<file path="src/rtl/ckbb_pkg.sv">
package ckbb_pkg;

  // Fixed field widths
  localparam int CFG_W    = 13;
  localparam int COORD_W  = 12;
  localparam int TINDEX_W = 15;
  localparam int CHAN_W   = 8;
  localparam int DATA_W   = 32;
  localparam int PADDR_W  = 3;

  // Defaults for the top-level parameters, and the pixel queue depth
  localparam int MAX_DIM_DEF    = 4096;
  localparam int QUANT_BITS_DEF = 5;
  localparam int QUEUE_DEPTH    = 4;

  // Reset value of both frame dimension registers
  localparam logic [CFG_W-1:0] DIM_RESET = CFG_W'(64);

  // Item kinds on the input channel
  typedef enum logic {
    KIND_PIXEL = 1'b0,
    KIND_TABLE = 1'b1
  } kind_t;

  // Register indexes (byte address / 4)
  typedef enum logic {
    REG_FRAME_WIDTH  = 1'b0,
    REG_FRAME_HEIGHT = 1'b1
  } reg_idx_t;

  // Frame geometry handed to the front end
  typedef struct packed {
    logic [CFG_W-1:0] width;
    logic [CFG_W-1:0] height;
  } frame_cfg_t;

endpackage

</file>
<file path="src/rtl/ckbb_fifo.sv">
module ckbb_fifo import ckbb_pkg::*; #(
  parameter int WIDTH = 8,
  parameter int DEPTH = QUEUE_DEPTH
) (
  input  logic             clk,
  input  logic             rst_n,
  input  logic             push_valid,
  output logic             push_ready,
  input  logic [WIDTH-1:0] push_data,
  output logic             pop_valid,
  input  logic             pop_ready,
  output logic [WIDTH-1:0] pop_data
);

  localparam int PTR_W = (DEPTH > 1) ? $clog2(DEPTH) : 1;
  localparam int CNT_W = $clog2(DEPTH + 1);

  logic [WIDTH-1:0] store_r [0:DEPTH-1];
  logic [PTR_W-1:0] wr_ptr_r;
  logic [PTR_W-1:0] wr_ptr_nxt;
  logic [PTR_W-1:0] rd_ptr_r;
  logic [PTR_W-1:0] rd_ptr_nxt;
  logic [CNT_W-1:0] cnt_r;
  logic [CNT_W-1:0] cnt_nxt;
  logic             push;
  logic             pop;

  assign push_ready = (cnt_r != CNT_W'(DEPTH));
  assign pop_valid  = (cnt_r != '0);
  assign push       = push_valid && push_ready;
  assign pop        = pop_valid && pop_ready;
  assign pop_data   = store_r[rd_ptr_r];

  // Pointer and fill count update
  always_comb begin
    wr_ptr_nxt = wr_ptr_r;
    rd_ptr_nxt = rd_ptr_r;
    cnt_nxt    = cnt_r;
    if (push) begin
      wr_ptr_nxt = (wr_ptr_r == PTR_W'(DEPTH - 1)) ? '0 : wr_ptr_r + PTR_W'(1);
    end
    if (pop) begin
      rd_ptr_nxt = (rd_ptr_r == PTR_W'(DEPTH - 1)) ? '0 : rd_ptr_r + PTR_W'(1);
    end
    if (push && !pop) begin
      cnt_nxt = cnt_r + CNT_W'(1);
    end else if (pop && !push) begin
      cnt_nxt = cnt_r - CNT_W'(1);
    end
  end

  always_ff @(posedge clk) begin
    if (!rst_n) begin
      wr_ptr_r <= '0;
      rd_ptr_r <= '0;
      cnt_r    <= '0;
    end else begin
      wr_ptr_r <= wr_ptr_nxt;
      rd_ptr_r <= rd_ptr_nxt;
      cnt_r    <= cnt_nxt;
    end
  end

  always_ff @(posedge clk) begin
    if (push) begin
      store_r[wr_ptr_r] <= push_data;
    end
  end

  a_cnt_bound: assert property (@(posedge clk) disable iff (!rst_n)
    cnt_r <= CNT_W'(DEPTH))
    else $error("queue fill count above depth");

  a_cnt_push: assert property (@(posedge clk) disable iff (!rst_n)
    push && !pop |=> cnt_r == $past(cnt_r) + CNT_W'(1))
    else $error("queue count did not follow a lone push");

endmodule

</file>
<file path="config.mk">
export PLATFORM = sky130hd
export DESIGN_NAME = ckbb_fifo
export DESIGN_NICKNAME = d
export VERILOG_FILES = /design/src/rtl/ckbb_pkg.sv /design/src/rtl/ckbb_fifo.sv
export SDC_FILE = /design/constraint.sdc
export NUM_CORES = 1
export LEC_CHECK = 0
export BUFFER_PORTS_ARGS = -buffer_cell sky130_fd_sc_hd__buf_4
export CORE_UTILIZATION = 50
export CTS_CLUSTER_SIZE = 12
export DETAILED_ROUTE_END_ITERATION = 12
export GPL_TIMING_DRIVEN = 0
export PLACE_DENSITY = 0.74
export RECOVER_POWER = 50
export SYNTH_ARGS = -nofsm -noshare
export SYNTH_HDL_FRONTEND = slang
export SYNTH_SLANG_ARGS = --single-unit
</file>
<file path="constraint.sdc">
create_clock -name clk -period 2.1 [get_ports clk]
set_input_delay 0.21 -clock clk [delete_from_list [all_inputs] [get_ports clk]]
set_output_delay 0.21 -clock clk [all_outputs]
set_load 0.02 [all_outputs]
</file>
### Word level (Yosys, flattened, before mapping)

Memories as Yosys holds them, arrays and structs flattened. A register that Yosys moved wholly into a read port is not among the register bits.
Index checks and enable logic that the tools add are counted.

* register bits after elaboration: 7
* memory bits (writable): 32
* input bits: 12
* output and inout bits: 10
* logic and storage cells: 27
* memories kept: 1

Memories
* store_r: depth 4, bits a word 8, read ports 1, clocked after Yosys merged registers in 1, wr ports 1, RTL line ckbb_fifo.sv:18 `logic [WIDTH-1:0] store_r [0:DEPTH-1];`

* add/subtract/negate cells: 4
* eq/ne operators: 3
* mux-type cells: 8
* reductions and logical operators: 8

Operator list (number)
* 2-bit 2-to-1 mux: 4
* 3-bit 2-to-1 mux: 2
* 2-bit by 1-bit adder with 2-bit output, second input constant: 2
* 2-bit == test, second input constant: 2
* 1-bit logical AND: 4
* 3-bit by 1-bit adder with 3-bit output, second input constant: 1
* 3-bit != test, second input constant: 1
* 3-bit nonzero test: 1
* 3-bit by 1-bit subtractor with 3-bit output, second input constant: 1
* 1-bit zero test: 2
* 1-bit 2-to-1 mux: 2
* 2-bit nonzero test: 1

### Longest topological paths before layout

Gate-level depths: netlist (run 1).

* word-level depth: 6
* depth in mapped cells: 9
* mapped depth without buffers: 8

### Worst setup path after synthesis (run 1)

No wires, ideal clock.

* path kind: register to register
* start: reg cnt_r[0]
* end: reg cnt_r[2]
* setup time: 0.076 ns
* arrival time: 2.155 ns
* required time: 2.024 ns
* slack: -0.131 ns
* stages on the path, launching flop included: 10
* buffers on the path: 1
* clock period less this slack: 2.231 ns
* cell sequence: dfxtp_1 -> or3b_1 -> clkbuf_2 -> and2_4 -> ha_1 -> inv_1 -> fa_1 -> xor2_1 -> or3_2 -> a21boi_0

* cells in the longest elaborated chain, start to end: 5
* elaborated cells on any way between the ends: 13
* classes of those cells: 2 x add/sub; 1 x eq/ne; 2 x mux; 8 x reduce/logical

Ends and longest elaborated chain
* start: declaration: RTL line ckbb_fifo.sv:23 `logic [CNT_W-1:0] cnt_r;`
* start signal: assignment: RTL line ckbb_fifo.sv:60 `cnt_r <= cnt_nxt;`
* 3-bit != test *: RTL line ckbb_fifo.sv:28 `assign push_ready = (cnt_r != CNT_W'(DEPTH));`
* net push_ready: RTL line ckbb_fifo.sv:8 `output logic push_ready,`
* 1-bit logical AND *: RTL line ckbb_fifo.sv:30 `assign push = push_valid && push_ready;`
* net push: RTL line ckbb_fifo.sv:25 `logic push;`
* 1-bit zero test: RTL line ckbb_fifo.sv:47 `end else if (pop && !push) begin`
* 1-bit logical AND: RTL line ckbb_fifo.sv:47
* 2-bit nonzero test (no source line)

Mark *: on every way through the listed nets, which the timed path passes. The rest lies on a longest branch. The select of a mux whose other input is x is not followed.
A chain may end at the register's enable or synchronous reset.

### Final worst setup path (run 1)

* start: reg cnt_r[1]
* end: reg cnt_r[2]

* cells in the longest elaborated chain, start to end: 5
* elaborated cells on any way between the ends: 13
* classes of those cells: 2 x add/sub; 1 x eq/ne; 2 x mux; 8 x reduce/logical

Ends and longest elaborated chain (RTL line)
* 3-bit != test *: ckbb_fifo.sv:28
* 1-bit logical AND *: ckbb_fifo.sv:30
* net push: ckbb_fifo.sv:25
* 1-bit zero test: ckbb_fifo.sv:47
* 1-bit logical AND: ckbb_fifo.sv:47
* 2-bit nonzero test (no source line)

Marks and branches as above.

==> results.json, run 1 <==
{
  "ys_types": 26,
  "netlist.area_leader.share": 0.5876,
  "placed_cells": 158,
  "drc_errors": 0,
  "syn_area_per_cell_um2": 17.58,
  "gp_congestion": 0.6705,
  "wire_per_inst_um": 14.50,
  "vias_per_cell": 5.231,
  "grt_pass1_wl_um": 3995,
  "leakagePower_nw": 0.6943,
  "path_clk_slew_ns": 0.11,
  "arrival_ns": 2.32,
  "cts.sinks": 41,
  "ctsHoldBuffers": 0,
  "grt_overflow": 0,
  "ff_latch_area_um2": 1152,
  "ys_ff_latch": 41,
  "outcome": "complete, no violations",
  "holdCritPathClass": "input port to register",
  "syn_area_um2": 1635,
  "p_per_area_nw_per_um2": 1237,
  "port_buffers": 21,
  "wl_um": 2451,
  "syn_inst": 93,
  "grt_max_degree": 13,
  "multi_input_comb_area_um2": 496.7,
  "synth_fp_nets": 112,
  "n_antenna_cell": 0,
  "power_mw": 2.429,
  "cts_made_buffers": 5,
  "startpoint": "cnt_r[1]$_SDFFE_PN0P_",
  "skew_ns": 0.004845,
  "slew_violations": 0,
  "final_core_util": 0.6378,
  "row_count": 20,
  "cp_max_fo": 5,
  "yosys_warnings": 0,
  "layout.cells.non_filler": 169,
  "area_growth_pct": 20.05,
  "chipHeight_um": 59.19,
  "min_period_ns": 2.045,
  "yosysSeqAreaShare": 0.6978,
  "cts-root-buf": "clkbuf_4",
  "finalSetupViolCount": 0,
  "cts_max_level": 2,
  "synth.area.top_cells": "edfxtp_1, dfxtp_1, mux4_2",
  "ios": 22,
  "drt_iter0_markers": 16,
  "core_area_um2": 3078,
  "layout_commonest_cell": "edfxtp_1",
  "cts_tree": "yes",
  "setup-tns-final_ns": 0,
  "drive_gt1_frac": 0.3520,
  "max_freq_ghz": 0.4891,
  "criticalPathCategory": "register to register",
  "dr.pass1.iters": 4,
  "r2r_start": "cnt_r[1]$_SDFFE_PN0P_",
  "grt_pass1_vias": 867,
  "final_cell_mix": "edfxtp_1, buf_4, clkbuf_1, mux4_2, dfxtp_1",
  "via_count": 884,
  "clock_latency_ns": 0.34,
  "hold_viol": 0,
  "end_kind": "register",
  "clk_path_buf_depth": 2,
  "nFillCells": 244,
  "grt_use_total": 0.1667,
  "antenna_found_initial": 0,
  "required_ns": 2.37,
  "design.die.area_um2": 3503,
  "initial_utilization": 0.5313,
  "worst_pin_slew_ns": 0.4829,
  "period_share": 0.9736,
  "rsz0062_at_grt": "no",
  "layout.nets": 143,
  "maxCapViolCount": 0,
  "synth_top_area_cell": "edfxtp_1",
  "hp-start": "push_data[0]",
  "peakVddDrop_mv": 0.8816,
  "relSlewSlack": 0.6781,
  "die_w_um": 59.19,
  "place_hpwl_um": 1651,
  "ant_nets": 0,
  "worstSetupStartpointType": "register"
}
==> metrics by stage <==
stage | cell area [µm²] | hold WS, ns | setup slack [ns]
4_1_cts | 1996 | 0.04820 | 0.03772
3_5_place_dp | 1871 | 0.4168 | -0.08312
5_1_grt | 1963 | 0.1270 | 0.01413
2_1_floorplan | 1658 | 0.3089 | 0.0005265
6_report | 1963 | 0.1205 | 0.05537
3_3_place_gp | 1871 | 0.4087 | -0.03707
==> final timing paths <==
path	end	slack, ns	depth (start not counted)
min reg2reg	wr_ptr_r[1]$_SDFFE_PN0P_	0.51	2
min	store_r[3][0]$_DFFE_PP_	0.12	1
max reg2reg	cnt_r[2]$_SDFFE_PN0P_	0.06	9
max	cnt_r[2]$_SDFFE_PN0P_	0.06	9
==> registers in the layout, summed over array words and instances (netlist names), named ones only <==
signal and cells:
cnt_r 3, rd_ptr_r 2, store_r 32, wr_ptr_r 2
==> logic make-up after synthesis <==
group / Yosys count / share of synthesized area
DFF: 41 / 0.6978
buffers and inverters: 7 / 0.01759
xor gates and xnor gates: 2 / 0.01071
adders and majority gates: 7 / 0.05815
AOI/OAI and AO/OA: 6 / 0.02143
and+or+nand+nor: 20 / 0.07193
muxes: 10 / 0.1224
==> worst max-delay path: stages (launching register included) <==
cell and delay [ns]:
dfxtp_4 0.38, or3b_1 0.38, clkbuf_8 0.14, and2_4 0.15, ha_4 0.16, inv_2 0.05
fa_2 0.19, xor2_1 0.07, or3_4 0.32, a21boi_1 0.12
==> timing repair <==
action                                  4_1_cts  5_1_grt
gates resized for setup                       6        1
pin swaps                                     4        1
endpoints found under the setup margin        1        1
gates cloned                                  0        0
buffers inserted                              3        0
==> synthesized netlist by cell type <==
| cell type | count |
|---|---|
| xor2_1 | 1 |
| nand2_1 | 5 |
| ha_1 | 6 |
| mux2i_1 | 2 |
| o31ai_1 | 1 |
| edfxtp_1 | 32 |
| and3_2 | 4 |
| and2_4 | 1 |
| buf_1 | 1 |
| dfxtp_1 | 9 |
| clkbuf_1 | 1 |
| fa_1 | 1 |
| or3_2 | 2 |
| inv_1 | 3 |
| or3b_1 | 1 |
| nor2b_1 | 1 |
| mux4_2 | 8 |
| nor2_1 | 2 |
| xnor2_1 | 1 |
| a21boi_0 | 1 |
| nand3_1 | 2 |
| and2_1 | 1 |
| buf_2 | 1 |
| clkbuf_2 | 1 |
| o21ai_0 | 4 |
| nand4_1 | 1 |
==> per-layer routing <==
layer	track usage	wire, µm
met1	0.1810	1025
met2	0.2905	1267
met5	0	0
met4	0.07143	45
met3	0.06114	113
==> layout make-up <==
cell class	instances	area share
Timing Repair Buffer	24	0.07457
Sequential cell	41	0.5870
Inverter	3	0.005736
Clock inverter	2	0.01721
Tap cell	44	0.02804
Clock buffer	6	0.02103
Multi-Input combinational cell	45	0.2530
Buffer	4	0.01338
==> power by group <==
part	switching (mW)	internal [mW]
sequential	0.0710	1.02
combinational	0.414	0.440
clock	0.240	0.248
No activity file was read; power rests on OpenSTA's default activity.
==> run 2, diff against run 1 <==
--- a/config.mk
+++ b/config.mk
@@ -6,11 +6,11 @@
 export NUM_CORES = 1
 export LEC_CHECK = 0
 export BUFFER_PORTS_ARGS = -buffer_cell sky130_fd_sc_hd__buf_4
-export CORE_UTILIZATION = 50
+export CORE_UTILIZATION = 52
 export CTS_CLUSTER_SIZE = 12
 export DETAILED_ROUTE_END_ITERATION = 12
 export GPL_TIMING_DRIVEN = 0
-export PLACE_DENSITY = 0.74
+export PLACE_DENSITY = 0.73
 export RECOVER_POWER = 50
 export SYNTH_ARGS = -nofsm -noshare
 export SYNTH_HDL_FRONTEND = slang
==> constraint.sdc (replaced) <==
create_clock -name clk -period 2.5 [get_ports clk]
set_input_delay 0.25 -clock clk [delete_from_list [all_inputs] [get_ports clk]]
set_output_delay 0.25 -clock clk [all_outputs]
set_load 0.02 [all_outputs]
==> run 2 against run 1 <==
- die area fell by 3.7%
- clock power decreased by 39%
- final area shrank 4.8%
- global-route usage is 0.22 points higher
- cell count decreased by 3.6%
- clock skew up 0.0012 ns
- sequential share of layout area is 2.5 points higher
==> results.json, run 2 (same netlist as run 1, synthesis figures left out) <==
{
  "top_regs": "store_r (32), cnt_r (3)",
  "grt_pass1_vias": 844,
  "end_kind": "register",
  "ios": 22,
  "r2r_start": "cnt_r[0]$_SDFFE_PN0P_",
  "initial_utilization": 0.5685,
  "peakVddDrop_mv": 0.4915,
  "hold_viol": 0,
  "port_buffers": 21,
  "cts_max_level": 2,
  "placed_cells": 156,
  "n_antenna_cell": 0,
  "required_ns": 2.76,
  "setup-tns-final_ns": 0,
  "p_per_area_nw_per_um2": 974.7,
  "nFillCells": 208,
  "period_share": 0.9057,
  "core_area_um2": 2877,
  "cts_made_buffers": 5,
  "grt_use_total": 0.1689,
  "cts_tree": "yes",
  "slew_violations": 0,
  "clock_latency_ns": 0.33,
  "die_w_um": 58.08,
  "drt_iter0_markers": 10,
  "path_clk_slew_ns": 0.11,
  "via_count": 851,
  "layout.cells.non_filler": 163,
  "layout.nets": 140,
  "drive_gt1_frac": 0.3058,
  "ant_nets": 0,
  "startpoint": "cnt_r[0]$_SDFFE_PN0P_",
  "area_growth_pct": 14.31,
  "layout_commonest_cell": "edfxtp_1",
  "worst_pin_slew_ns": 0.5065,
  "dr.pass1.iters": 4,
  "relSlewSlack": 0.6623,
  "min_period_ns": 2.264,
  "criticalPathCategory": "register to register",
  "grt_pass1_wl_um": 3981,
  "cts-root-buf": "clkbuf_4",
  "chipHeight_um": 58.08,
  "grt_overflow": 0,
  "rsz0062_at_grt": "no",
  "max_freq_ghz": 0.4417,
  "skew_ns": 0.006065,
  "arrival_ns": 2.53,
  "holdCritPathClass": "input port to register",
  "final_cell_mix": "edfxtp_1, buf_4, clkbuf_1, mux4_2, dfxtp_1",
  "largest_register_ffs": 32,
  "maxCapViolCount": 0,
  "worstSetupStartpointType": "register",
  "gp_congestion": 0.6893,
  "row_count": 19,
  "whs_ns": 0.1828,
  "antenna_found_initial": 0,
  "vias_per_cell": 5.221,
  "leakagePower_nw": 0.6614,
  "finalSetupViolCount": 0,
  "cts.sinks": 41,
  "clk_path_buf_depth": 2,
  "outcome": "complete, no violations",
  "design.die.area_um2": 3373,
  "drc_errors": 0,
  "wl_um": 2449,
  "hp-start": "rst_n",
  "grt_max_degree": 13,
  "cp_max_fo": 7,
  "regMostFlops": "store_r",
  "wire_per_inst_um": 15.02
}
-- run 2: cell types whose count changed in the layout (fill, tap and decap cells not counted), sizes merged --
cell,change
clkinvlp,+1
buf,-2
bufinv,-1
clkbuf,-2
-- run 2: worst paths after layout --
check,to,slack [ns],cells past startpoint
worst min register to register,wr_ptr_r[1]$_SDFFE_PN0P_,0.53,2
worst max-delay path,cnt_r[2]$_SDFFE_PN0P_,0.24,9
worst min-delay path,wr_ptr_r[0]$_SDFFE_PN0P_,0.18,3
worst max register to register,cnt_r[2]$_SDFFE_PN0P_,0.24,9
-- run 2: metal layers --
layer  vias to the layer above  GRT usage  wire length (µm)
met5                         -          0                 0
met4                         0    0.06122                16
met3                         2    0.05580                85
met2                        16     0.2693              1260
met1                       422     0.2184              1087
li1                        411          -                 -
-- run 2: cell type report --
type / count / area [µm²] / area share
plain buffers: 4 / 17.52 / 0.009371
flip-flops and latches: 41 / 1144 / 0.6118
repair buffers: 21 / 127.6 / 0.06827
multi-input cells: 45 / 467.9 / 0.2503
clock buffers: 5 / 37.54 / 0.02008
well taps: 42 / 52.55 / 0.02811
inverters: 3 / 11.26 / 0.006024
clock inverters: 2 / 11.26 / 0.006024
-- run 2: stage by stage --
step | area (µm²) | worst slack (ns) | util | power [mW]
2_1_floorplan | 1635 | 0.2691 | - | 1.340
3_3_place_gp | 1846 | 0.1616 | 0.6416 | 1.522
3_5_place_dp | 1846 | 0.1239 | 0.6416 | 1.550
4_1_cts | 1894 | 0.09034 | 0.6585 | 1.842
5_1_grt | 1869 | 0.02097 | 0.6498 | 1.937
6_report | 1869 | 0.2358 | 0.6498 | 1.822
-- run 2: worst max-delay path, stage by stage (launching register included) --
cell,delay [ns]
dfxtp_2,0.41
or3b_1,0.12
clkbuf_2,0.16
and2_4,0.18
ha_1,0.18
inv_1,0.06
fa_1,0.38
xor2_1,0.16
or3_2,0.40
a21boi_0,0.16
-- run 2: timing repair --
item                                    4_1_cts  5_1_grt
endpoints found under the setup margin        0        1
endpoints found under the hold margin         0        0
setup buffers                                 0        0
gates resized for setup                       0        3
hold buffers                                  0        0
-- run 2: power breakdown --
| part | switching (mW) | internal, mW |
|---|---|---|
| Sequential | 0.0604 | 0.843 |
| Combinational | 0.318 | 0.305 |
| Clock | 0.194 | 0.101 |
==> run 3, diff against run 2 <==
--- a/config.mk
+++ b/config.mk
@@ -7,6 +7,7 @@
 export LEC_CHECK = 0
 export BUFFER_PORTS_ARGS = -buffer_cell sky130_fd_sc_hd__buf_4
 export CORE_UTILIZATION = 52
+export CTS_BUF_LIST = sky130_fd_sc_hd__clkbuf_8
 export CTS_CLUSTER_SIZE = 12
 export DETAILED_ROUTE_END_ITERATION = 12
 export GPL_TIMING_DRIVEN = 0
==> run 3 against run 2 <==
- clock power increased by 33%
- first-iteration DRC count rose by 40%
- die area stayed put
- sequential share of layout area shrank 1.0 points
- clock skew fell by 0.0043 ns
- largest power group unchanged
==> results.json, run 3 (same netlist as run 1, synthesis figures left out) <==
{
  "initial_utilization": 0.5685,
  "worstSetupStartpointType": "register",
  "nFillCells": 204,
  "drt_iter0_markers": 14,
  "r2r-end": "cnt_r[2]$_SDFFE_PN0P_",
  "dr.pass1.iters": 4,
  "grt_pass1_wl_um": 3960,
  "switching_share": 0.3052,
  "slew_violations": 0,
  "peakVddDrop_mv": 0.6376,
  "placed_cell_area_um2": 1846,
  "layout.nets": 140,
  "hold_viol": 0,
  "clock_latency_ns": 0.28,
  "multi_input_comb_area_um2": 467.9,
  "relSlewSlack": 0.6615,
  "design.die.area_um2": 3373,
  "cts-root-buf": "clkbuf_8",
  "cts_max_level": 2,
  "end_kind": "register",
  "finalSetupViolCount": 0,
  "wire_per_inst_um": 15.07,
  "gp_congestion": 0.6893,
  "via_count": 850,
  "regMostFlops": "store_r",
  "holdCritPathClass": "input port to register",
  "cpPeakStageDelay_ns": 0.40,
  "r2r_start": "cnt_r[0]$_SDFFE_PN0P_",
  "port_buffers": 21,
  "period_share": 0.9021,
  "path_cells": "or3b_1 > clkbuf_2 > and2_4 > ha_1 > inv_1 > fa_1 > xor2_1 > or3_2 > a21boi_0",
  "top_regs": "store_r (32), cnt_r (3)",
  "cp_max_fo": 7,
  "outcome": "complete, no violations",
  "chipHeight_um": 58.08,
  "cts_tree": "yes",
  "path_clk_slew_ns": 0.07,
  "required_ns": 2.71,
  "setup-tns-final_ns": 0,
  "min_period_ns": 2.255,
  "p_per_area_nw_per_um2": 1011,
  "p_int_mw": 1.336,
  "grt_pass1_vias": 845,
  "design_area_um2": 1901,
  "hp-start": "push_data[0]",
  "cts_made_buffers": 5,
  "leakagePower_nw": 0.6743,
  "cts.sinks": 41,
  "vias_per_cell": 5.215,
  "core_area_um2": 2877,
  "sequentialPowerShare": 0.471,
  "ant_nets": 0,
  "power.switching_uw": 586.7,
  "hold_end": "store_r[3][0]$_DFFE_PP_",
  "worst_pin_slew_ns": 0.5078,
  "clkPwrFrac": 0.206,
  "ctsHoldBuffers": 0,
  "r2r_slack_ns": 0.24,
  "rr_worst_depth": 9,
  "ios": 22,
  "grt_max_degree": 13,
  "die_w_um": 58.08,
  "clk_path_buf_depth": 2,
  "final_core_util": 0.6607,
  "skew_ns": 0.001717,
  "n_antenna_cell": 0,
  "grt_overflow": 0,
  "drive_gt1_frac": 0.3058,
  "maxCapViolCount": 0,
  "row_count": 19,
  "ff_latch_area_um2": 1144,
  "criticalPathCategory": "register to register",
  "arrival_ns": 2.47,
  "antenna_found_initial": 0,
  "grt_use_total": 0.1693,
  "final_cell_mix": "edfxtp_1, buf_4, clkbuf_1, mux4_2, dfxtp_1",
  "area_growth_pct": 16.22,
  "drc_errors": 0,
  "max_freq_ghz": 0.4434,
  "rsz0062_at_grt": "no",
  "wl_um": 2456,
  "holdPathStages": 1,
  "cpMaxStageDelayCell": "or3_2",
  "largest_register_ffs": 32,
  "p_comb_frac": 0.324,
  "layout_commonest_cell": "edfxtp_1"
}
[run 3: cell count changes in the layout (fill, tap and decap cells not counted)]
cell / delta
clkbuf_8: +5
clkbuf_4: -5
[run 3: metal layers]
layer,global-route usage,share of wire,vias to the layer above
met5,0,0,-
met4,0.06122,0,0
met3,0.06250,0.033,0
met2,0.2709,0.52,15
met1,0.2137,0.44,427
li1,-,-,408
[run 3: power groups by stage]
stage               logic (mW)  clock network [mW]  registers [mW]
floorplan                0.444                   0           0.896
global placement         0.619                   0           0.903
detailed placement       0.638                   0           0.912
CTS                      0.638               0.408           0.898
global route             0.686               0.432           0.917
finish                   0.622               0.395           0.905
[run 3: worst max-delay path, delay by kind of cell, from the launching register on]
kind | cells | cell delay [ns]
DFF | 1 | 0.39
buffers and inverters | 2 | 0.22
AOI/OAI and AO/OA | 1 | 0.16
and+or+nand+nor | 3 | 0.70
xor gates and xnor gates | 1 | 0.16
adders and majority gates | 2 | 0.56
[run 3: worst max path at each step]
stage / startpoint / end / slack [ns] / cells after the start
finish: cnt_r[0]$_SDFFE_PN0P_ / cnt_r[2]$_SDFFE_PN0P_ / 0.24 / 9
detailed placement: cnt_r[0]$_SDFFE_PN0P_ / cnt_r[2]$_SDFFE_PN0P_ / 0.12 / 7
global route: cnt_r[0]$_SDFFE_PN0P_ / cnt_r[2]$_SDFFE_PN0P_ / 0.03 / 9
CTS: cnt_r[0]$_SDFFE_PN0P_ / cnt_r[2]$_SDFFE_PN0P_ / 0.1 / 7
global placement: cnt_r[0]$_SDFFE_PN0P_ / cnt_r[2]$_SDFFE_PN0P_ / 0.16 / 7
floorplan: cnt_r[0]$_SDFFE_PN0P_ / cnt_r[2]$_SDFFE_PN0P_ / 0.27 / 9
[run 3: cell type report]
cell class	instances	area share
clock buffers	5	0.03621
plain buffers	4	0.009217
clock inverters	2	0.005925
multi-input cells	45	0.2462
repair buffers	21	0.06715
flip-flops and latches	41	0.6017
inverters	3	0.005925
well taps	42	0.02765
[run 3: repair_timing]
| item | in CTS | in global routing |
|---|---|---|
| gates resized for setup | 0 | 3 |
| setup endpoints to repair | 0 | 1 |
| endpoints found under the hold margin | 0 | 0 |
| buffers inserted | 0 | 0 |
[run 3: metrics by stage]
step	hold WS (ns)	worst slack, ns	total power, mW	std cells
floorplan	0.3489	0.2691	1.340	93
global placement	0.4500	0.1616	1.522	156
detailed placement	0.4575	0.1239	1.550	156
CTS	0.1545	0.09860	1.944	163
global route	0.2343	0.03309	2.035	163
finish	0.2288	0.2447	1.922	163
