$ cat config.mk
export PLATFORM = sky130hd
export DESIGN_NAME = ckbb_back
export DESIGN_NICKNAME = d
export VERILOG_FILES = /design/src/rtl/ckbb_pkg.sv /design/src/rtl/ckbb_back.sv
export SDC_FILE = /design/constraint.sdc
export NUM_CORES = 1
export LEC_CHECK = 0
export BUFFER_PORTS_ARGS = -buffer_cell sky130_fd_sc_hd__buf_2
export CORE_ASPECT_RATIO = 1.25
export CORE_MARGIN = 5
export CORE_UTILIZATION = 45
export DETAILED_ROUTE_END_ITERATION = 16
export GPL_TIMING_DRIVEN = 1
export PLACE_DENSITY = 0.66
export REMOVE_ABC_BUFFERS = 1
export SETUP_SLACK_MARGIN = 0.5
export SLEW_MARGIN = 20
export SYNTH_ARGS = -nofsm -noshare
export SYNTH_HDL_FRONTEND = slang
export SYNTH_SLANG_ARGS = --single-unit
$ cat constraint.sdc
create_clock -name clk -period 5.1 [get_ports clk]
set_input_delay 0.51 -clock clk [delete_from_list [all_inputs] [get_ports clk]]
set_output_delay 0.51 -clock clk [all_outputs]
set_load 0.005 [all_outputs]
$ cat src/rtl/ckbb_pkg.sv
package ckbb_pkg;

  // Fixed field widths
  localparam int CFG_W    = 13;
  localparam int COORD_W  = 12;
  localparam int TINDEX_W = 15;
  localparam int CHAN_W   = 8;
  localparam int DATA_W   = 32;
  localparam int PADDR_W  = 3;

  // Defaults for the top-level parameters, and the pixel queue depth
  localparam int MAX_DIM_DEF    = 4096;
  localparam int QUANT_BITS_DEF = 5;
  localparam int QUEUE_DEPTH    = 4;

  // Reset value of both frame dimension registers
  localparam logic [CFG_W-1:0] DIM_RESET = CFG_W'(64);

  // Item kinds on the input channel
  typedef enum logic {
    KIND_PIXEL = 1'b0,
    KIND_TABLE = 1'b1
  } kind_t;

  // Register indexes (byte address / 4)
  typedef enum logic {
    REG_FRAME_WIDTH  = 1'b0,
    REG_FRAME_HEIGHT = 1'b1
  } reg_idx_t;

  // Frame geometry handed to the front end
  typedef struct packed {
    logic [CFG_W-1:0] width;
    logic [CFG_W-1:0] height;
  } frame_cfg_t;

endpackage

$ cat src/rtl/ckbb_back.sv
module ckbb_back import ckbb_pkg::*; #(
  parameter int MAX_DIM = MAX_DIM_DEF,
  parameter int ENTRY_W = 2 * $clog2(MAX_DIM) + 2
) (
  input  logic               clk,
  input  logic               rst_n,
  input  logic               pop_valid,
  output logic               pop_ready,
  input  logic [ENTRY_W-1:0] pop_data,
  output logic               out_valid,
  input  logic               out_ready,
  output logic               out_found,
  output logic [COORD_W-1:0] out_col_min,
  output logic [COORD_W-1:0] out_col_max,
  output logic [COORD_W-1:0] out_row_min,
  output logic [COORD_W-1:0] out_row_max
);

  localparam int CW = $clog2(MAX_DIM);

  logic [CW-1:0] e_col;
  logic [CW-1:0] e_row;
  logic          e_hit;
  logic          e_last;
  logic          pop;
  logic [CW-1:0] col_min_r, col_min_nxt;
  logic [CW-1:0] col_max_r, col_max_nxt;
  logic [CW-1:0] row_min_r, row_min_nxt;
  logic [CW-1:0] row_max_r, row_max_nxt;
  logic          any_r, any_nxt;
  logic [CW-1:0] upd_col_min, upd_col_max, upd_row_min, upd_row_max;
  logic          upd_any;
  logic          out_valid_r, out_valid_nxt;
  logic          out_found_r;
  logic [COORD_W-1:0] out_col_min_r, out_col_max_r, out_row_min_r, out_row_max_r;

  assign {e_last, e_hit, e_row, e_col} = pop_data;

  // A frame end waits while the result register is still full
  assign pop_ready = !e_last || !out_valid_r || out_ready;
  assign pop       = pop_valid && pop_ready;

  // Box widened by the current pixel
  always_comb begin
    upd_col_min = col_min_r;
    upd_col_max = col_max_r;
    upd_row_min = row_min_r;
    upd_row_max = row_max_r;
    upd_any     = any_r;
    if (e_hit) begin
      if (e_col < col_min_r) upd_col_min = e_col;
      if (e_col > col_max_r) upd_col_max = e_col;
      if (e_row < row_min_r) upd_row_min = e_row;
      if (e_row > row_max_r) upd_row_max = e_row;
      upd_any = 1'b1;
    end
  end

  // Box state: widen per popped pixel, clear after frame end
  always_comb begin
    col_min_nxt = col_min_r;
    col_max_nxt = col_max_r;
    row_min_nxt = row_min_r;
    row_max_nxt = row_max_r;
    any_nxt     = any_r;
    if (pop) begin
      if (e_last) begin
        col_min_nxt = '1;
        col_max_nxt = '0;
        row_min_nxt = '1;
        row_max_nxt = '0;
        any_nxt     = 1'b0;
      end else begin
        col_min_nxt = upd_col_min;
        col_max_nxt = upd_col_max;
        row_min_nxt = upd_row_min;
        row_max_nxt = upd_row_max;
        any_nxt     = upd_any;
      end
    end
  end

  always_ff @(posedge clk) begin
    if (!rst_n) begin
      col_min_r <= '1;
      col_max_r <= '0;
      row_min_r <= '1;
      row_max_r <= '0;
      any_r     <= 1'b0;
    end else begin
      col_min_r <= col_min_nxt;
      col_max_r <= col_max_nxt;
      row_min_r <= row_min_nxt;
      row_max_r <= row_max_nxt;
      any_r     <= any_nxt;
    end
  end

  // Result register
  always_comb begin
    out_valid_nxt = out_valid_r;
    if (pop && e_last) begin
      out_valid_nxt = 1'b1;
    end else if (out_ready) begin
      out_valid_nxt = 1'b0;
    end
  end

  always_ff @(posedge clk) begin
    if (!rst_n) begin
      out_valid_r <= 1'b0;
    end else begin
      out_valid_r <= out_valid_nxt;
    end
  end

  // Empty box reads as zero
  always_ff @(posedge clk) begin
    if (pop && e_last) begin
      out_found_r   <= upd_any;
      out_col_min_r <= upd_any ? COORD_W'(upd_col_min) : '0;
      out_col_max_r <= upd_any ? COORD_W'(upd_col_max) : '0;
      out_row_min_r <= upd_any ? COORD_W'(upd_row_min) : '0;
      out_row_max_r <= upd_any ? COORD_W'(upd_row_max) : '0;
    end
  end

  assign out_valid   = out_valid_r;
  assign out_found   = out_found_r;
  assign out_col_min = out_col_min_r;
  assign out_col_max = out_col_max_r;
  assign out_row_min = out_row_min_r;
  assign out_row_max = out_row_max_r;

  a_empty_zero: assert property (@(posedge clk) disable iff (!rst_n)
    out_valid_r && !out_found_r |-> out_col_min_r == '0 && out_col_max_r == '0
      && out_row_min_r == '0 && out_row_max_r == '0)
    else $error("empty result carries a nonzero box");

  a_frame_hit: assert property (@(posedge clk) disable iff (!rst_n)
    pop && e_last && e_hit |=> out_valid_r && out_found_r)
    else $error("hit on last pixel not reported");

endmodule

Yosys cells after proc, flatten, opt, wreduce, memory -nomap -nowiden:

Cells that the tools add are included.

* bits in registers: 99
* output and inout bits: 51
* input port bits: 30
* word-level logic and storage cells: 38

* reduce and logical (&&, ||, !) cells: 7
* multiplexer cells: 16
* order comparisons: 4

Operator list (count)
* $mux 12: 12
* $gt 12x12->1: 2
* $lt 12x12->1: 2
* $mux 1: 4
* $logic_and 1x1->1: 2
* $logic_not 1->1: 2
* $logic_or 1x1->1: 2
* $reduce_bool 2->1: 1

Logic depth before layout (Yosys ltp):

Gate-level depths: netlist of the first run.

* word-level depth: 6
* mapped depth: 9
* mapped depth without buffers: 8

Worst setup path after synthesis of the first run:

Ideal clock, no wire load.

* path kind: input to register
* start point: in out_ready
* end point: reg out_col_max_r[0] (netlist: out_col_max[0]), enable pin
* stages: 6
* arrival time: 2.336 ns
* library setup time: 0.403 ns
* slack: 2.360 ns
* cells stage by stage: nand3b_1 and2_1 clkbuf_1 nand2_1 clkbuf_1 inv_1

* word-level cells in the longest chain between the ends: 3

RTL lines
* start, declared: line ckbb_back.sv:11 `input logic out_ready,`
* $logic_or 1x1->1: line ckbb_back.sv:40 `assign pop_ready = !e_last || !out_valid_r || out_ready;`
* $logic_and 1x1->1: line ckbb_back.sv:41 `assign pop = pop_valid && pop_ready;`
* $logic_and 1x1->1: line ckbb_back.sv:119 `if (pop && e_last) begin`
* end signal, assigned: line ckbb_back.sv:122 `out_col_max_r <= upd_any ? COORD_W'(upd_col_max) : '0;`
* end, declared: line ckbb_back.sv:35 `logic [COORD_W-1:0] out_col_min_r, out_col_max_r, out_row_min_r, out_row_max_r;`

No other way between the ends.
A chain may end at the register's enable or synchronous reset.

Worst setup path after layout of the first run:

* start point: reg col_max_r[10]
* end point: reg col_max_r[7]

* word-level cells in the longest chain between the ends: 4

RTL lines
* start, declared: line ckbb_back.sv:27 `logic [CW-1:0] col_max_r, col_max_nxt;`
* start signal, assigned: line ckbb_back.sv:92 `col_max_r <= col_max_nxt;`
* $gt 12x12->1: line ckbb_back.sv:52 `if (e_col > col_max_r) upd_col_max = e_col;`
* $mux 12: line ckbb_back.sv:52
* $mux 12: line ckbb_back.sv:50 `if (e_hit) begin`
* $mux 12: line ckbb_back.sv:67 `if (e_last) begin`

No other way between the ends.

==> results of run 1 <==
-- stage by stage --
stage	cells	power [mW]	worst slack, ns	cell area, um2
finish	744	1.88	2.16	6010
floorplan	503	1.08	2.34	5050
global route	744	1.98	1.93	6010
CTS	743	1.90	2.15	5980
global placement	727	1.18	2.03	5680
detailed placement	727	1.19	1.92	5680
-- layout make-up --
| class | instances | area (um2) |
|---|---|---|
| clock buffers | 13 | 262 |
| flip-flops and latches | 99 | 2470 |
| repair buffers | 87 | 473 |
| multi-input cells | 355 | 2400 |
| well taps | 138 | 173 |
| inverters | 49 | 185 |
| fillers | 1054 | 5490 |
| clock inverters | 3 | 43.8 |
-- layer usage --
layer | wire length [um] | up-vias | global-route usage, %
met2 | 6790 | 155 | 35.1
met3 | 698 | 23 | 3.51
met1 | 5460 | 2107 | 22.3
li1 | - | 2140 | -
met4 | 306 | 0 | 8.69
met5 | 0 | - | 0
-- cell families (layout without fill, tap and decap cells) --
| family | after synthesis | after routing | share of synthesized area [%] |
|---|---|---|---|
| and+or+nand+nor | 140 | 140 | 13.9 |
| AOI/OAI and AO/OA | 169 | 169 | 21.1 |
| adders and majority gates | 46 | 46 | 11.1 |
| DFF | 99 | 99 | 47.5 |
| buffers and inverters | 87 | 152 | 6.49 |
-- cells in the final DEF (no fill, tap or decap), types with 7 or more instances in the layout --
cell type,instances
o31ai_1,22
ha_1,46
nand2_1,36
edfxtp_1,49
o21ai_1,7
clkbuf_16,10
a32o_1,24
a21o_1,10
buf_2,80
inv_1,48
dfxtp_1,50
a21oi_1,39
nand3_1,50
o21ai_0,55
nand4_1,31
-- sequential cells by signal, indices dropped and copies added, names as in the netlist --
name	cells
out_row_min	12
col_min_r	12
out_row_max	12
col_max_r	12
out_valid	1
row_min_r	12
out_col_min	12
out_col_max	12
any_r	1
out_found	1
row_max_r	12
-- final timing paths --
check,to,cells past startpoint
worst max-delay path,col_max_r[7],8
worst min-delay path,out_valid,3
worst max register to register,col_max_r[7],8
worst min register to register,row_max_r[1],1
-- tightest hold or removal path, stage by stage --
cell and delay (ns):
buf_2 0.08, nand2b_1 0.08, a21boi_0 0.06
-- power groups by stage --
| stage | sequential, mW | combinational [mW] | clock (mW) |
|---|---|---|---|
| global route | 0.901 | 0.319 | 0.756 |
| detailed placement | 0.915 | 0.277 | 0 |
| global placement | 0.914 | 0.270 | 0 |
| CTS | 0.898 | 0.280 | 0.719 |
| finish | 0.898 | 0.283 | 0.699 |
| floorplan | 0.916 | 0.160 | 0 |
==> results, run 1 <==
- The final layout contains routed wiring with a total length of 13.3 mm.
- The reported leakage power is 2.54 nW.
- The proportion of power drawn by the clock network is 37.2%.
- The data required time at the worst endpoint is 5.34 ns.
- During I/O placement, the number of pins put on the boundary was 81.
- Measured along the y axis, the die boundary spans 130 um.
- No sink is reached through more buffers than the 2 on the longest clock path.
- The count of nets left with antenna violations once routing finished came out at 0.
- For the worst-skew pair, the clock arrives at the later sink with an insertion delay of 0.35 ns.
- After clock tree synthesis, the clock-pin slew on the worst setup and hold paths is 0.07 ns.
- The floorplan core area is 0.0115 mm2.
- At the pin with the least slew margin, the transition time is 0.976 ns.
- Counting both buffers and inverters, the worst setup path holds a total of 1.
- The signal arrival time at the worst endpoint is 3.17 ns.
- The routed via count is 4425.
- The per-cell routed wire length is 17.8 um.
- The synthesized area divided by synthesized cell count is 9.63 um2.
- For this run, the share of the core covered by cells in the final layout is 52.3%.
- Along the worst path, the maximum fanout reaches 26.
- Using the TritonRoute via totals, the vias-per-cell ratio works out to 5.95.
- The portion of synthesized cell area occupied by the leading cell type is 28.3%.
- The total die area is 0.0138 mm2.
- Cell internal power was estimated by the tool at 1.40 mW.
- The fraction of registers with async set or reset after synthesis is 0%.
- The final critical-path share of the clock period is 57.6%.
- The critical path goes through inv_1, ha_1, nand4_1, or3_1, a21o_1, a31oi_4, o21ai_1, a32o_1.
- The commonest cells after synthesis are o21ai_0, dfxtp_1, nand3_1.
- The layout net count is 677.
- Subtracting the final worst setup slack from the clock period gives 2.94 ns.
- Yosys attributes the largest share of cell area to edfxtp_1, dfxtp_1, ha_1, o21ai_0, nand3_1.
- The proportion of total power due to net switching is 25.8%.
- The first global-routing pass estimated 21.2 mm of wire.
- The post-CTS repair timing setup buffer count is 0.
- The flow ran to the end, and the final reports show no timing, DRC or antenna violations.
- The cell chosen for the clock root is clkbuf_16.
- The total power per unit cell area is 313 mW/mm2.
- Gates resized during post-CTS repair numbered 0.
- The worst setup path is launched from a flop.
- After detailed routing, the number of remaining DRC violations is 0.
- On the critical path, the stage with the largest delay is an instance of a31oi_4.
- The main flop type after synthesis is dfxtp_1.
- The half-perimeter wire length after detailed placement is 9.00 mm.
- In this design, the stage delay of the slowest critical-path cell is 0.55 ns.
- The count of input and output buffers is 80.
- The via count of the first global-routing pass is 4268.
- The normalized max-slew margin is 34.5%.
- Setup repair after global routing left no endpoint under its margin.
- The H-tree was split into 3 levels.
- Relative to the synthesized area, the layout overhead comes to 15.5%.
- Global routing used 19.4% of the available tracks.
- The total clock buffers created by CTS is 9.
- The number of distinct library cells after synthesis is 33.
- The number of design-rule violations left by the first detailed-router iteration is 248.
- The largest total area in the synthesized netlist belongs to edfxtp_1.
- The Yosys warning count is 0.
- The critical path in this run is classified as reg -> reg.
- The antenna diode count is 0.
- Broken down by cell family, the worst path's largest delay share belongs to compound AO/OA/AOI/OAI gates.
- The number of antenna violations at the first check in global routing is 0.
- Sequential cells burn 47.7% of the power.
- The net switching power is 485 uW.
- Routability-driven placement finished with a final weighted congestion of 0.788.
- The synthesized netlist occupies a cell area of 0.00521 mm2.
- The share of cells above drive strength 1 is 17.5%.
- The number of enable-type register cells in the synthesized netlist is 49.
- The final count of negative-setup-slack endpoints is 0.
- After synthesis the netlist holds a flip-flop and latch count of 99.
- TritonCTS built the clock tree.
- The hold slack is 0.447 ns.
- The register-to-register setup slack is 2.16 ns.
- The final worst clock skew is 0.00933 ns.
- The worst register-to-register path begins at col_max_r[10].
- The tool flagged a number of max-cap violations equal to 0.
- The hold violation total from the final report is 0.
- The detailed-router iteration count before antenna repair is 5.
- The horizontal die dimension is 106 um.
- The most numerous cell in the Yosys netlist is o21ai_0.
- In this run the most critical hold path is launched from out_ready.
- The type of the most critical hold path is in -> reg.
- Once the floorplan was initialized, standard cells occupied 45.3% of the core.
- The worst voltage drop across the vdd grid is 163 uV.
- After synthesis, flip-flops and latches occupy 47.5% of the total area.
- The combinational share of power is 15.1%.
- The total congestion overflow after global routing is 0.
- The number of cell rows is 44.
- The type of destination of the critical path is a flop.
- Entering global routing, the biggest net connects 50 pins.
- The cell count after synthesis came out at 541.
- The critical path startpoint is col_max_r[10].
- Clock tree synthesis found a total of 99 sinks.
- Hold repair after CTS inserted 0 buffers.
- The setup TNS is 0 ns.
- For this run, the top clock speed supported by timing is 0.341 GHz.
- The number of pins with negative max-slew slack in the final report is 0.
(Power assumes the default switching activity.)
==> run 2, diff against run 1 <==
PLACE_DENSITY = 0.68   (was 0.66)
clock period = 2.57 ns   (was 5.1 ns; I/O delays follow)
==> results, run 2 (synthesis gave the netlist of run 1 again) <==
- After routing the design area is 0.00678 mm2.
- The routability-driven placement congestion ratio is 0.824.
- The proportion of power drawn by the clock network is 37.6%.
- For the pin with the worst max-slew slack, the measured transition is 0.683 ns.
- The via count of the first global-routing pass is 4569.
- The critical path is of the reg -> reg type.
- Along the worst path, the maximum fanout reaches 6.
- The total die area is 0.0138 mm2.
- Per report_power, the combinational group accounts for 18.4% of the total.
- The antenna diode count is 0.
- The max-capacitance violation count is 0.
- The number of I/O pins is 81.
- The data required time at the worst endpoint is 2.86 ns.
- In the layout the commonest cells are buf_2, edfxtp_1, nand3_1.
- TritonCTS built the clock tree.
- The maximum achievable frequency is 0.459 GHz.
- After the last flow step, the layout net total stands at 713.
- The count of input and output buffers is 80.
- The number of pins with negative max-slew slack in the final report was 0.
- The element type at the critical path start is a flop.
- The initial core utilization is 45.3%.
- Setup repair after global routing could not meet its margin everywhere.
- The internal portion of the total power is 2.99 mW.
- The maximum level of the CTS H-tree is 3.
- The minimum clock period is 2.18 ns.
- The post-CTS clock slew at the launch and capture registers of the worst setup and hold paths is 0.07 ns.
- For the final routed database, the setup TNS stands at 0 ns.
- The number of design-rule violations left by the first detailed-router iteration is 289.
- The net switching power is 1.07 mW.
- Using the TritonRoute via totals, the vias-per-cell ratio works out to 6.19.
- In this run the most critical hold path is launched from out_ready.
- The total clock buffers created by CTS is 9.
- The final route contains 4832 vias.
- STA classifies the critical path endpoint as a flop.
- The final layout contains routed wiring with a total length of 15.4 mm.
- The hold violation total from the final report came to 0.
- For the worst setup path, the data arrival time is 2.47 ns.
- The proportion of total power due to net switching is 26.3%.
- The origin of the critical flop-to-flop path is col_max_r[10].
- From left edge to right edge, the die measures 106 um.
- The sequential share of power is 44.0%.
- The floorplan has 44 rows.
- The first-pass GRT wire length is 22.4 mm.
- Measured on the finished design, the core utilization comes to 58.9%.
- The total congestion overflow after global routing is 0.
- The share of cells above drive strength 1 is 34.7%.
- Measured along the y axis, the die boundary spans 130 um.
- The analysis attributes to cell leakage a power of 2.78 nW.
- Compared with the post-synthesis result, the final layout area differs by 30.2%.
- The floorplan core area is 0.0115 mm2.
- The number of nets still failing antenna checks after routing is 0.
- The instance area at placement is 0.00577 mm2.
- In the final routed layout, each cell accounts on average for 19.8 um.
- The cell chosen for the clock root is clkbuf_16.
- The final critical-path share of the clock period is 84.8%.
- Dividing total power by cell area gives a power density of 599 mW/mm2.
- The maximum buffer depth of the clock tree is 2.
- The pin count of the biggest net entering global routing is 42.
- The run finished with clean final reports.
- The number of clock sinks is 99.
- The overall routing resource usage is 20.4%.
- Across the VDD grid, the largest voltage drop is 335 uV.
- The clock latency reported for the late side of the worst-skew pair is 0.35 ns.
- Measured against its own limit, the worst slew margin works out to 54.4%.
- Leaving out fill and tap cells, the most frequent cell in the layout is buf_2.
- The detailed-router iteration count before antenna repair is 5.
- The final count of negative-setup-slack endpoints is 0.
- The post-layout total power is 4.06 mW.
- The count of unresolved DRC violations after routing is 0.
- Between clock sinks in the finished design, the worst skew comes to 0.00500 ns.
- The number of fillers in the final layout is 937.
- The half-perimeter wire length after detailed placement is 9.35 mm.
- The number of antenna violations at the first check in global routing is 0.
- The worst hold path belongs to the class in -> reg.
- The critical path startpoint is col_max_r[10].
[run 2: cell types whose count changed in the layout (fill, tap and decap cells not counted), moves of 15 or more]
cell | before | now
o21ai_1 | 7 | 22
buf_4 | 6 | 21
dfxtp_1 | 50 | 31
o21ai_0 | 55 | 32
dfxtp_2 | 0 | 19
[run 2: metrics by stage]
stage	setup WS (ns)	hold slack (ns)	cells
after global placement	0.0207	0.476	738
after detailed placement	-0.123	0.483	738
after CTS	0.393	0.187	761
after floorplan	0.0133	0.331	503
after global routing	0.299	0.200	780
final	0.391	0.193	780
[run 2: final timing paths]
check                 end  slack (ns)  depth (start not counted)
max          col_max_r[1]        0.39                          9
min             out_valid        0.19                          3
max reg2reg  col_max_r[1]        0.39                          9
min reg2reg  row_max_r[7]        0.49                          1
[run 2: worst max-delay path, stage by stage, from the launching register on]
cell     delay [ns]
dfxtp_2        0.33
inv_2          0.05
ha_4           0.26
nand4_1        0.11
or3_4          0.38
a21o_1         0.19
a31oi_4        0.20
buf_6          0.15
and4b_4        0.30
a32o_1         0.15
[run 2: layout make-up]
cell class                      count  area, um2  share of cell area, %
Tap cell                          138        173                   2.55
Clock inverter                      4       70.1                   1.03
Timing Repair Buffer              118        751                   11.1
Clock buffer                       12        268                   3.95
Multi-Input combinational cell    360       2840                   41.9
Sequential cell                    99       2500                   36.8
Inverter                           49        184                   2.71
[run 2: metal layers]
| metal | global-route usage (%) | wire, um |
|---|---|---|
| met5 | 0 | 0 |
| met4 | 10.7 | 489 |
| met3 | 2.42 | 871 |
| met2 | 36.6 | 7920 |
| met1 | 24.0 | 6130 |
[run 2: power groups by stage]
stage	clock, mW	sequential [mW]	combinational [mW]
floorplan	0	1.82	0.317
global placement	0	1.81	0.557
detailed placement	0	1.82	0.571
CTS	1.54	1.78	0.622
global route	1.59	1.79	0.814
finish	1.53	1.79	0.745
[run 2: what timing repair did]
item,CTS,global route
gates cloned,2,10
pin swaps,21,23
gates resized for setup,48,88
endpoints found under the setup margin,81,130
hold buffers,0,0
buffers inserted,5,9
hold endpoints to repair,0,0
==> run 3, diff against run 2 <==
ABC_AREA = 1   (was not set)
PLACE_DENSITY = 0.65   (was 0.68)
clock period = 2.2 ns   (was 2.57 ns; I/O delays follow)
==> results, run 3 <==
- The flow ran to the end, and the final reports show no timing, DRC or antenna violations.
- The horizontal die dimension is 109 um.
- The critical path is of the reg -> reg type.
- After layout, the minimum clock period comes to 1.97 ns.
- The main flop type after synthesis is dfxtp_1.
- The synthesized area divided by synthesized cell count is 7.70 um2.
- The number of antenna diodes in the final layout is 0.
- Dividing the detail-routed wire length by the instance count gives 19.3 um.
- The hold slack is 0.133 ns.
- The reported leakage power is 3.74 nW.
- The number of antenna violations at the first check in global routing came to 0.
- Using the TritonRoute via totals, the vias-per-cell ratio works out to 5.61.
- The final critical-path share of the clock period is 89.4%.
- The Yosys warning count is 0.
- The number of cells produced by synthesis is 717.
- The detail route stage leaves a number of antenna-violating nets equal to 0.
- Row generation in the floorplan step produced 45 rows.
- The half-perimeter wire length after detailed placement is 10.5 mm.
- Headroom to the max-slew limit came out at 19.9%.
- The total congestion overflow after global routing is 0.
- For the pin with the worst max-slew slack, the measured transition is 1.20 ns.
- Counting the fill cells in the layout gives 815.
- The delay of the slowest cell on the worst path is 0.36 ns.
- The finished layout holds 997 standard cells, fillers aside.
- The pin count of the biggest net entering global routing is 32.
- The hold violation total from the final report is 0.
- The top cell type by total area after synthesis is edfxtp_1.
- The routability-driven placement congestion ratio is 0.926.
- During I/O placement, the number of pins put on the boundary was 81.
- The clock reaches the later pin of the worst-skew pair after 0.35 ns.
- The number of distinct library cells after synthesis is 22.
- The synthesized design contains 49 enable-type register cells.
- In the final layout, the multi-input gates occupy 0.00419 mm2.
- In this run the clock root is driven by a clkbuf_16.
- In the synthesized netlist the async set-or-reset flop fraction comes to 0%.
- Detailed routing inserted a total of 5590 vias.
- The initial core utilization is 45.6%.
- The signal arrival time at the worst endpoint is 2.06 ns.
- The count of buffers added on input and output ports is 80.
- For this run, the top clock speed supported by timing is 0.508 GHz.
- The first-pass GRT wire length is 26.0 mm.
- The peak fanout along the critical path is 6.
- The CTS tree is yes.
- The share of cells above drive strength 1 is 55.7%.
- The floorplan step defined a die boundary enclosing 0.0146 mm2.
- The worst setup path is launched from a flop.
- By instance count, the leading cell after synthesis is nand2_1.
- The final count of negative-setup-slack endpoints is 0.
- After synthesis, the most frequently instantiated cells are nand2_1, nand3_1, inv_1.
- The register cell area after layout is 0.00251 mm2.
- The worst voltage drop across the vdd grid is 380 uV.
- Setup repair after global routing could not meet its margin everywhere.
- The post-placement cell count is 948.
- At the worst endpoint, the required time is 2.29 ns.
- Summing the sequential cell areas from Yosys gives 44.8% of the chip area.
- In this run the biggest area consumer among cell types represents 26.6% of the synthesized area.
- The via count of the first global-routing pass was 5454.
- At the end of the flow, the number of nets in the layout was 905.
- The clock arrives with 0.00825 ns of skew.
- Clock-pin slew was measured on the worst setup and hold paths at 0.07 ns.
- The cell seen most often among critical-path stages is nand2_2.
- The first TritonRoute pass finished after 5 iterations.
- Synthesis inferred 99 register bits.
- The cell with the biggest individual delay on the critical path is dfxtp_2.
- The count of unresolved DRC violations after routing is 0.
- The number of hold buffers added after CTS was 0.
- Clock tree synthesis inserted a total of 9 buffers.
- The number of design-rule violations left by the first detailed-router iteration is 310.
- Counting along the longest clock path gives a buffer depth of 2.
- The kind of cell with the highest combined delay along the critical path is simple AND/OR/NAND/NOR gates.
- Clock tree synthesis found a total of 99 sinks.
- The leading cell type in the layout, fill and taps excluded is nand2_1.
- The floorplan core area is 0.0121 mm2.
- Walking the worst path, the cells encountered are inv_2, ha_4, a211oi_2, nand2_2, nor2_4, buf_8, nand3_4, nand2_2, nor2_2.
- The count of buffering cells on the critical path with inverters included is 2.
- The synthesized netlist occupies a cell area of 0.00552 mm2.
- Relative to the synthesized area, the layout overhead comes to 55.4%.
- The maximum level of the CTS H-tree is 3.
- The overall routing resource usage is 23.0%.
- The number of pins with negative max-slew slack in the final report is 0.
- The routed design has 19.2 mm of wire.
- STA classifies the critical path endpoint as a flop.
- Measured along the y axis, the die boundary spans 134 um.
- In the layout the commonest cells are nand2_1, buf_2, nand2_2.
- Power spread over the standard cell area amounts to 598 mW/mm2.
- By area the synthesized netlist is led by edfxtp_1, dfxtp_1, nand2_1, ha_1, nand3_1.
- The worst hold path belongs to the class in -> reg.
- The max-capacitance violation count is 0.
## run 3: timing repair
item	CTS	global route
hold endpoints to repair	0	0
gates resized for setup	222	208
buffers inserted	12	10
cloned	11	1
pin swaps	75	95
endpoints found under the setup margin	96	96
## run 3: per-stage QoR
step | utilization, % | worst slack (ns) | total power [mW] | setup TNS, ns | cell area [um2]
detailed placement | 50.4 | 0.149 | 2.94 | 0 | 6110
global placement | 50.4 | 0.172 | 2.92 | 0 | 6110
finish | 70.9 | 0.233 | 5.13 | 0 | 8580
floorplan | - | -0.573 | 2.64 | -29.73 | 5350
global route | 70.9 | 0.187 | 5.33 | 0 | 8580
CTS | 62.6 | 0.426 | 4.78 | 0 | 7570
## run 3: cells by family (layout without fill, tap and decap cells)
family	Yosys count	count (layout)	share of synthesized area [%]
AOI/OAI and AO/OA	75	75	7.27
adders and majority gates	46	46	10.4
buffers and inverters	127	239	9.69
DFF	99	99	44.8
and+or+nand+nor	370	374	27.9
## run 3: layer usage
| layer | share of wire [%] | vias up | GRT usage (%) |
|---|---|---|---|
| li1 | - | 2561 | - |
| met1 | 35 | 2668 | 25.0 |
| met2 | 53 | 257 | 41.9 |
| met3 | 5.4 | 104 | 4.14 |
| met4 | 6.5 | 0 | 11.4 |
| met5 | 0 | - | 0 |
## run 3: worst paths after layout
kind | startpoint | end | slack, ns | cells after the start
max | row_min_r[11] | out_row_min[5] | 0.23 | 9
min | rst_n | out_valid | 0.13 | 3
max reg2reg | row_min_r[11] | out_row_min[5] | 0.23 | 9
min reg2reg | col_min_r[7] | col_min_r[7] | 0.46 | 2
## run 3: tightest hold or removal path, stage by stage
cell and delay, ns:
buf_2 0.11, o21ai_0 0.08, inv_1 0.05
## run 3: cell type report
cell class | instances | share of cell area, %
Timing Repair Buffer | 127 | 11.7
Tap cell | 164 | 2.39
Clock buffer | 11 | 2.83
Clock inverter | 4 | 0.598
Inverter | 97 | 4.39
Sequential cell | 99 | 29.3
Multi-Input combinational cell | 495 | 48.8
## run 3: report_power, final
| group | internal, mW | total, mW | switching, mW |
|---|---|---|---|
| Combinational | 0.549 | 1.40 | 0.850 |
| Sequential | 2.06 | 2.11 | 0.0492 |
| Clock | 0.908 | 1.62 | 0.711 |
